===== src/rtl/i2c_master_register_access_assert.svh =====
// Assertion macros for the RTL engine.
`ifndef I2C_MASTER_REGISTER_ACCESS_ASSERT_SVH
`define I2C_MASTER_REGISTER_ACCESS_ASSERT_SVH

`ifndef ASSERT_OFF
// Checked on every rising clk edge, skipped while rst_n is low.
`define I2CM_ASSERT(lbl, prop, msg) \
  lbl: assert property (@(posedge clk) disable iff (!rst_n) prop) else $error(msg);
// Checked on every rising clk edge, reset included.
`define I2CM_ASSERT_ALWAYS(lbl, prop, msg) \
  lbl: assert property (@(posedge clk) prop) else $error(msg);
`else
`define I2CM_ASSERT(lbl, prop, msg)
`define I2CM_ASSERT_ALWAYS(lbl, prop, msg)
`endif

`endif


===== src/rtl/i2cm_pkg.sv =====
package i2cm_pkg;

  localparam int PhW = 4;

  localparam logic [PhW-1:0] PH_IDLE    = 4'd0;
  localparam logic [PhW-1:0] PH_START   = 4'd1;
  localparam logic [PhW-1:0] PH_ADDR_W  = 4'd2;
  localparam logic [PhW-1:0] PH_REG     = 4'd3;
  localparam logic [PhW-1:0] PH_RESTART = 4'd4;
  localparam logic [PhW-1:0] PH_ADDR_R  = 4'd5;
  localparam logic [PhW-1:0] PH_DATA    = 4'd6;
  localparam logic [PhW-1:0] PH_READ    = 4'd7;
  localparam logic [PhW-1:0] PH_STOP    = 4'd8;

  localparam logic [15:0] QUARTER_TICKS_RST = 16'd80;

  typedef struct packed {
    logic       sda_in;
    logic [7:0] write_data;
    logic [7:0] byte_count;
    logic [7:0] reg_addr;
    logic [6:0] device_addr;
    logic       is_read;
    logic       start_req;
  } i2cm_item_t;

  typedef struct packed {
    logic       done_res;
    logic       busy_res;
    logic       ack_error;
    logic       read_valid;
    logic [7:0] read_data;
    logic       byte_taken;
    logic       sda_drive;
    logic       sda_out;
    logic       scl;
  } i2cm_res_t;

endpackage


===== src/rtl/i2cm_engine.sv =====
`include "i2c_master_register_access_assert.svh"

module i2cm_engine (
  input  logic               clk,
  input  logic               rst_n,
  input  logic               step,
  input  i2cm_pkg::i2cm_item_t item,
  input  logic [15:0]        quarter_ticks,
  output i2cm_pkg::i2cm_res_t  res
);
  import i2cm_pkg::*;

  logic [PhW-1:0] phase_r, phase_nxt;
  logic [15:0]    tick_r, tick_nxt;
  logic [1:0]     quarter_r, quarter_nxt;
  logic [3:0]     bit_r, bit_nxt;
  logic [7:0]     shift_r, shift_nxt;
  logic [7:0]     left_r, left_nxt;
  logic           rmode_r, rmode_nxt;
  logic [6:0]     dev_r, dev_nxt;
  logic [7:0]     regad_r, regad_nxt;
  logic           nack_r, nack_nxt;

  logic [1:0]     q;
  logic [15:0]    limit;
  logic           is_send;
  logic           do_enter;
  logic [PhW-1:0] enter_ph;

  always_comb begin
    phase_nxt   = phase_r;
    tick_nxt    = tick_r;
    quarter_nxt = quarter_r;
    bit_nxt     = bit_r;
    shift_nxt   = shift_r;
    left_nxt    = left_r;
    rmode_nxt   = rmode_r;
    dev_nxt     = dev_r;
    regad_nxt   = regad_r;
    nack_nxt    = nack_r;
    res         = '0;
    do_enter    = 1'b0;
    enter_ph    = PH_IDLE;

    if (phase_r == PH_IDLE && item.start_req) begin
      rmode_nxt   = item.is_read;
      dev_nxt     = item.device_addr;
      regad_nxt   = item.reg_addr;
      left_nxt    = item.byte_count;
      nack_nxt    = 1'b0;
      shift_nxt   = '0;
      phase_nxt   = PH_START;
      quarter_nxt = '0;
      bit_nxt     = '0;
      tick_nxt    = '0;
    end

    q       = quarter_nxt;
    is_send = (phase_nxt == PH_ADDR_W) || (phase_nxt == PH_REG) ||
              (phase_nxt == PH_ADDR_R) || (phase_nxt == PH_DATA);

    // pin levels for this tick
    res.scl       = 1'b1;
    res.sda_out   = 1'b1;
    res.sda_drive = 1'b0;
    unique case (phase_nxt)
      PH_IDLE: ;
      PH_START, PH_RESTART: begin
        res.scl       = !(q == 2'd3 || (q == 2'd0 && phase_nxt == PH_RESTART));
        res.sda_out   = !q[1];
        res.sda_drive = 1'b1;
      end
      PH_STOP: begin
        res.scl       = (q != 2'd0);
        res.sda_out   = q[1];
        res.sda_drive = 1'b1;
      end
      default: begin
        res.scl = (q == 2'd1) || (q == 2'd2);
        if (phase_nxt == PH_READ) begin
          if (bit_nxt[3]) begin
            res.sda_drive = 1'b1;
            res.sda_out   = (left_nxt == 8'd0);
          end
        end else if (!bit_nxt[3]) begin
          res.sda_drive = 1'b1;
          res.sda_out   = shift_nxt[7];
        end
      end
    endcase

    limit = (quarter_ticks == 16'd0) ? 16'd1 : quarter_ticks;

    if (phase_nxt != PH_IDLE) begin
      if ({1'b0, tick_nxt} + 17'd1 >= {1'b0, limit}) begin
        tick_nxt = '0;
        if (q == 2'd2) begin
          if (is_send && bit_nxt[3] && item.sda_in) nack_nxt = 1'b1;
          if (phase_nxt == PH_READ && !bit_nxt[3]) shift_nxt = {shift_nxt[6:0], item.sda_in};
        end
        if (q == 2'd3) begin
          if (phase_nxt == PH_START) begin
            do_enter = 1'b1;
            enter_ph = PH_ADDR_W;
          end else if (phase_nxt == PH_RESTART) begin
            do_enter = 1'b1;
            enter_ph = PH_ADDR_R;
          end else if (phase_nxt == PH_STOP) begin
            do_enter     = 1'b1;
            enter_ph     = PH_IDLE;
            res.done_res = 1'b1;
          end else if (!bit_nxt[3]) begin
            if (is_send) shift_nxt = {shift_nxt[6:0], 1'b0};
            bit_nxt     = bit_nxt + 4'd1;
            quarter_nxt = '0;
          end else begin
            do_enter = 1'b1;
            if (phase_nxt == PH_READ) begin
              res.read_data  = shift_nxt;
              res.read_valid = 1'b1;
              enter_ph = (left_nxt == 8'd0) ? PH_STOP : PH_READ;
            end else if (phase_nxt == PH_ADDR_W) begin
              enter_ph = PH_REG;
            end else if (phase_nxt == PH_REG && rmode_nxt) begin
              enter_ph = PH_RESTART;
            end else if (phase_nxt == PH_ADDR_R) begin
              enter_ph = (left_nxt == 8'd0) ? PH_STOP : PH_READ;
            end else begin
              enter_ph = (left_nxt == 8'd0) ? PH_STOP : PH_DATA;
            end
          end
        end else begin
          quarter_nxt = q + 2'd1;
        end
      end else begin
        tick_nxt = tick_nxt + 16'd1;
      end
    end

    if (do_enter) begin
      phase_nxt   = enter_ph;
      quarter_nxt = '0;
      bit_nxt     = '0;
      tick_nxt    = '0;
      case (enter_ph)
        PH_ADDR_W: shift_nxt = {dev_nxt, 1'b0};
        PH_ADDR_R: shift_nxt = {dev_nxt, 1'b1};
        PH_REG:    shift_nxt = regad_nxt;
        PH_DATA: begin
          shift_nxt      = item.write_data;
          res.byte_taken = 1'b1;
          left_nxt       = left_nxt - 8'd1;
        end
        PH_READ: begin
          shift_nxt = '0;
          left_nxt  = left_nxt - 8'd1;
        end
        default: ;
      endcase
    end

    res.ack_error = nack_nxt;
    res.busy_res  = (phase_nxt != PH_IDLE);
  end

  always_ff @(posedge clk) begin
    if (!rst_n) begin
      phase_r   <= PH_IDLE;
      tick_r    <= '0;
      quarter_r <= '0;
      bit_r     <= '0;
      shift_r   <= '0;
      left_r    <= '0;
      rmode_r   <= 1'b0;
      dev_r     <= '0;
      regad_r   <= '0;
      nack_r    <= 1'b0;
    end else if (step) begin
      phase_r   <= phase_nxt;
      tick_r    <= tick_nxt;
      quarter_r <= quarter_nxt;
      bit_r     <= bit_nxt;
      shift_r   <= shift_nxt;
      left_r    <= left_nxt;
      rmode_r   <= rmode_nxt;
      dev_r     <= dev_nxt;
      regad_r   <= regad_nxt;
      nack_r    <= nack_nxt;
    end
  end

  `I2CM_ASSERT(a_idle_clean, (phase_r == PH_IDLE) |-> (tick_r == 16'd0 && quarter_r == 2'd0 && bit_r == 4'd0), "idle with live bit timing")
  `I2CM_ASSERT(a_bit_range, bit_r <= 4'd8, "bit index past ack bit")
  `I2CM_ASSERT(a_done_idle, res.done_res |-> !res.busy_res, "done while still busy")
  `I2CM_ASSERT(a_taken_data, res.byte_taken |-> (phase_nxt == PH_DATA && bit_nxt == 4'd0), "byte taken outside data byte start")
  `I2CM_ASSERT(a_rvalid_read, res.read_valid |-> (phase_r == PH_READ && bit_r == 4'd8), "read byte outside read ack bit")

endmodule


===== src/rtl/i2c_master_register_access.sv =====
// Tick-driven I2C master for register writes and register reads.
// Input stream: one item per clock tick of the bit timer; the start fields
// are taken when a start request arrives while idle, write_data is latched
// on the item whose result shows byte_taken, and sda_in is the sampled line.
// Output stream: exactly one result item per input item, carrying the pin
// levels (scl, sda_out, sda_drive) for that tick plus status flags.
// Config channel: cfg_data sets ticks per quarter bit (0 acts as 1); it is
// always ready and takes effect on the next tick.
// The result of an item is in the output register the cycle after it is
// accepted. Throughput is one item per cycle while out_tready does not stall
// the output, set by the single pass of the bit sequencer logic between its
// state registers and the output register.
// in_tready stays high while the output register is empty or being read,
// so a stalled receiver holds the pending result and blocks new ticks.
// Synchronous reset returns to idle with the bus released and quarter
// ticks set to 80; no result is pending after reset.
module i2c_master_register_access (
  input  logic        clk,
  input  logic        rst_n,
  input  logic        in_tvalid,
  output logic        in_tready,
  // start_req, is_read, device_addr[6:0], reg_addr[7:0], byte_count[7:0],
  // write_data[7:0], sda_in, zero pad
  input  logic [39:0] in_tdata,
  output logic        out_tvalid,
  input  logic        out_tready,
  // scl, sda_out, sda_drive, byte_taken, read_data[7:0], read_valid,
  // ack_error, busy_res, done_res
  output logic [15:0] out_tdata,
  input  logic        cfg_valid,
  output logic        cfg_ready,
  input  logic [15:0] cfg_data
);
  import i2cm_pkg::*;

  logic        step;
  i2cm_item_t  item;
  i2cm_res_t   res;
  logic [15:0] qt_r;
  logic        out_valid_r;
  logic [15:0] out_data_r;

  assign in_tready  = !out_valid_r || out_tready;
  assign step       = in_tvalid && in_tready;
  assign item       = in_tdata[33:0];
  assign cfg_ready  = 1'b1;
  assign out_tvalid = out_valid_r;
  assign out_tdata  = out_data_r;

  always_ff @(posedge clk) begin
    if (!rst_n) begin
      qt_r <= QUARTER_TICKS_RST;
    end else if (cfg_valid) begin
      qt_r <= cfg_data;
    end
  end

  i2cm_engine u_engine (
    .clk           (clk),
    .rst_n         (rst_n),
    .step          (step),
    .item          (item),
    .quarter_ticks (qt_r),
    .res           (res)
  );

  always_ff @(posedge clk) begin
    if (!rst_n) begin
      out_valid_r <= 1'b0;
    end else if (step) begin
      out_valid_r <= 1'b1;
    end else if (out_tready) begin
      out_valid_r <= 1'b0;
    end
  end

  always_ff @(posedge clk) begin
    if (step) begin
      out_data_r <= res;
    end
  end

endmodule


===== config.mk =====
export PLATFORM = sky130hd
export DESIGN_NAME = i2c_master_register_access
export DESIGN_NICKNAME = d
export VERILOG_FILES = /design/src/rtl/i2cm_pkg.sv /design/src/rtl/i2cm_engine.sv /design/src/rtl/i2c_master_register_access.sv
export VERILOG_INCLUDE_DIRS = /design/src /design/src/rtl
export SDC_FILE = /design/constraint.sdc
export NUM_CORES = 1
export LEC_CHECK = 0
export ABC_AREA = 0
export BUFFER_PORTS_ARGS = -buffer_cell sky130_fd_sc_hd__buf_2
export CAP_MARGIN = 20
export CELL_PAD_IN_SITES_DETAIL_PLACEMENT = 0
export CELL_PAD_IN_SITES_GLOBAL_PLACEMENT = 1
export CORE_MARGIN = 2
export CORE_UTILIZATION = 47
export DETAILED_ROUTE_END_ITERATION = 8
export GPL_ROUTABILITY_DRIVEN = 0
export MAX_ROUTING_LAYER = met4
export PLACE_DENSITY = 0.84
export SYNTH_ARGS = -nofsm -noshare
export SYNTH_HDL_FRONTEND = slang
export SYNTH_SLANG_ARGS = --single-unit

===== constraint.sdc =====
create_clock -name clk -period 11.5 [get_ports clk]
set_input_delay 2.3 -clock clk [delete_from_list [all_inputs] [get_ports clk]]
set_output_delay 2.3 -clock clk [all_outputs]
set_load 0.005 [all_outputs]

==> run metrics <==
outcome=completed; clk_lat worst skew=~350 ps; placed wire-length estimate=~12 mm; depth of the worst hold-timing path=2; first-pass GRT wire length=27.6 mm; # rows=41; remaining global-route overflow=0; Int Pwr=around 550 µW; Inst Count DP=approximately 960; Final Hold Fails=0; CP max FO=14; max-capacitance violation count=0; Yosys warnings=0; register area share after synthesis=roughly a third; WS Path Type=in2reg; drt first pass iters=5; via/cell ratio=just under 6; final setup skew=around 7.2 ps; Hold Path Origin=u_engine.regad_r[3]$_SDFFE_PN0P_; dominant cell type by area after synthesis=dfxtp_1; type of origin of the critical path=input pin; minimum clock period=between 7000 and 8000 ps; Post-synth EDFFs=16; switching part of the total power=between 20% and 30%; htree depth=3; Wirelength per Cell=~17 µm; clock transition at the registers of the reported paths=70 ps; mux cell area share after synthesis=between 6 and 7%; Post-Synthesis Cells=760; ANT nets after route=0; post_cts resized=0; Iter 0 DRT Violations=slightly above 500; Post-synth ARST share=0%; Synth Area in Compound Gates=~22%; synthesized flop and latch total=92; # setup viols final=0; combinational power share=13.7%; clk sinks=92; Max clock buf depth=2; simple-gate share of the synthesized area=about a quarter; Post-synth top cells=nand2_1, dfxtp_1, a21oi_1; root buffer cell=clkbuf_16; drc violations=0; Post-Synth Adder-Cell Area=under 10%; final wirelength=16.7 mm; vias in the first global route=approximately 5,500; Hold Buf Count CTS=0; largest family of logic cells by synthesized area=simple AND/OR/NAND/NOR gates; critical path capture point type=flip-flop; top-count cell post-synth=nand2_1; CTS tree=done; Hold Path Class=reg2reg; power density cells=about 110 nW/µm²; RSZ-0062 raised after global routing=no; reg2reg setup slack=5400 ps; layout cells sized above 1=about 16%; full die area=~14,000 µm²; clock share of power=around two fifths; Area Growth Syn to Fin=11.7%; Tcrit/Tclk final=between 60% and 70%; Non-Filler Instances=~1,000; Required @ worst endpoint=approximately 12,000 ps; NumNets Final=883; Post-Syn Nets=about 840; Worst slew margin=between 30% and 40%; Final Max Slew Viols=0; GRT Overall Usage=roughly a quarter; Reg2Reg Depth=16; Fmax=between 0.1 and 0.15 GHz; Setup TNS Final=0 ps; reg-to-reg endpoint=u_engine.shift_r[6]$_SDFFE_PN0P_; sequential power share=between 40% and 50%; top cell type's share of synthesized area=about a quarter; die width=approximately 120 µm; Core Box Area=around 13,000 µm²; top post-synthesis cells by area=dfxtp_1, edfxtp_1, nand2_1, a21oi_1, mux2i_1; # IOs=80; Mapped Avg Cell Area=between 7 and 8 µm²; Yosys cell types=85; Crit path arrival time=about 7300 ps; IO buf count=approximately 70; RR Startpoint=u_engine.phase_r[2]$_SDFFE_PN0P_; largest net degree at the start of global routing=46; vias=about 5,800; dominant synthesized flop cell=dfxtp_1; Hold EP=u_engine.regad_r[3]$_SDFFE_PN0P_; Post-CTS Setup Inserts=0; antenna violations before repair=0; Worst IR Drop VDD=about 74 µV; Slew @ Worst Pin=1030 ps; Pleak=between 2 and 3 nW; Num CTS Buffers=9; Initial Util=a little under half; Switch Pwr=between 150 and 200 µW; number of diodes=0; Die Ht=between 100 and 150 µm; mapped cell area=a little over 6000 µm²; post-synthesis xor/xnor area fraction=between 2 and 3%
-- layout make-up --
cell class                 count  area [µm²]
fill                        1229        5860
timing repair buffer          81         425
multi-input combinational    587        3720
tap                          172         215
sequential                    92        2000
clock buffer                  14         254
clock inverter                 2        35.0
inverter                      28         105
-- how the worst max path moves through the flow --
stage,cells past startpoint,slack (ps),endpoint,startpoint
after floorplan,22,4600,out_tdata[8]$_SDFFCE_PP0P_,in_tdata[0]
after global routing,15,4050,u_engine.shift_r[6]$_SDFFE_PN0P_,in_tdata[0]
after global placement,15,4220,u_engine.shift_r[6]$_SDFFE_PN0P_,in_tdata[0]
final,15,4440,u_engine.shift_r[6]$_SDFFE_PN0P_,in_tdata[0]
after CTS,15,4500,u_engine.shift_r[6]$_SDFFE_PN0P_,in_tdata[0]
after detailed placement,15,4150,u_engine.shift_r[6]$_SDFFE_PN0P_,in_tdata[0]
-- state kept, by name, indices dropped and copies added (netlist names) --
register	cells
u_engine.phase_r	4
u_engine.regad_r	8
u_engine.nack_r	1
out_tdata	16
u_engine.dev_r	7
u_engine.quarter_r	2
u_engine.rmode_r	1
qt_r	16
u_engine.shift_r	8
u_engine.tick_r	16
out_tvalid	1
u_engine.bit_r	4
u_engine.left_r	8
-- routing by layer --
metal,vias up,part of all wire [%],global-route usage (%)
met5,-,0,-
met4,0,1.5,7.45
met3,19,6.5,3.34
met2,208,43,37.6
met1,2714,49,35.3
li1,2841,-,-
-- worst max-delay path: stages --
cell      delay, ps
buf_2           200
nand2_1         150
and2_1          210
ha_1            290
nand4_1         290
nor4_1          650
xnor2_1         230
ha_1            350
nand2_1          70
nor3_1          280
o21ai_1         250
a211oi_2        920
nor2b_1         600
a211oi_1        220
o311ai_2        290
-- through the flow --
stage / power [mW] / instance area, µm² / hold WS [ps] / setup slack (ps) / util, %
2_1_floorplan: 0.421 / 6050 / 429 / 4600 / -
3_3_place_gp: 0.454 / 6460 / 439 / 4220 / 51.2
3_5_place_dp: 0.456 / 6460 / 446 / 4150 / 51.2
4_1_cts: 0.752 / 6750 / 456 / 4500 / 53.5
5_1_grt: 0.779 / 6760 / 466 / 4050 / 53.6
6_report: 0.747 / 6760 / 453 / 4440 / 53.6
-- power by group through the flow --
| stage | Sequential (mW) | Combinational [mW] | Clock (mW) |
|---|---|---|---|
| after floorplan | 0.352 | 0.0687 | 0 |
| after global placement | 0.354 | 0.0993 | 0 |
| after detailed placement | 0.355 | 0.101 | 0 |
| after CTS | 0.348 | 0.101 | 0.303 |
| after global routing | 0.349 | 0.113 | 0.316 |
| final | 0.348 | 0.103 | 0.297 |
-- cell usage in the layout, fill, tap and decap left out, types with 3 or more instances in the layout --
| cell | count |
|---|---|
| mux2i_1 | 33 |
| a2111oi_2 | 5 |
| ha_1 | 23 |
| o22ai_1 | 5 |
| nand4_1 | 9 |
| xor2_1 | 9 |
| nand2b_1 | 7 |
| nand3_1 | 32 |
| and3_1 | 6 |
| a31oi_1 | 6 |
| o211ai_1 | 8 |
| a211oi_1 | 5 |
| nor2b_1 | 3 |
| xnor2_1 | 11 |
| nand3b_1 | 4 |
| a41o_1 | 4 |
| a31o_1 | 4 |
| or2_2 | 3 |
| clkbuf_16 | 9 |
| and4_1 | 4 |
| nor3_1 | 38 |
| clkbuf_1 | 4 |
| a211o_1 | 3 |
| a22oi_1 | 8 |
| nor4_1 | 7 |
| or3_1 | 6 |
| a21oi_1 | 71 |
| mux2_2 | 3 |
| inv_1 | 27 |
| dfxtp_1 | 76 |
| buf_4 | 8 |
| o21ai_0 | 22 |
| o31ai_1 | 7 |
| buf_2 | 72 |
| and2_1 | 8 |
| nor2_1 | 67 |
| edfxtp_1 | 16 |
| a21o_1 | 3 |
| nand2_1 | 101 |
-- cells by family after synthesis --
logic type | count (synthesis)
and+or+nand+nor | 313
AOI/OAI and AO/OA | 193
DFF | 92
buffers and inverters | 81
muxes | 37
adders and majority gates | 23
xor gates and xnor gates | 20
other | 1
No activity file was read; power rests on OpenSTA's default activity.
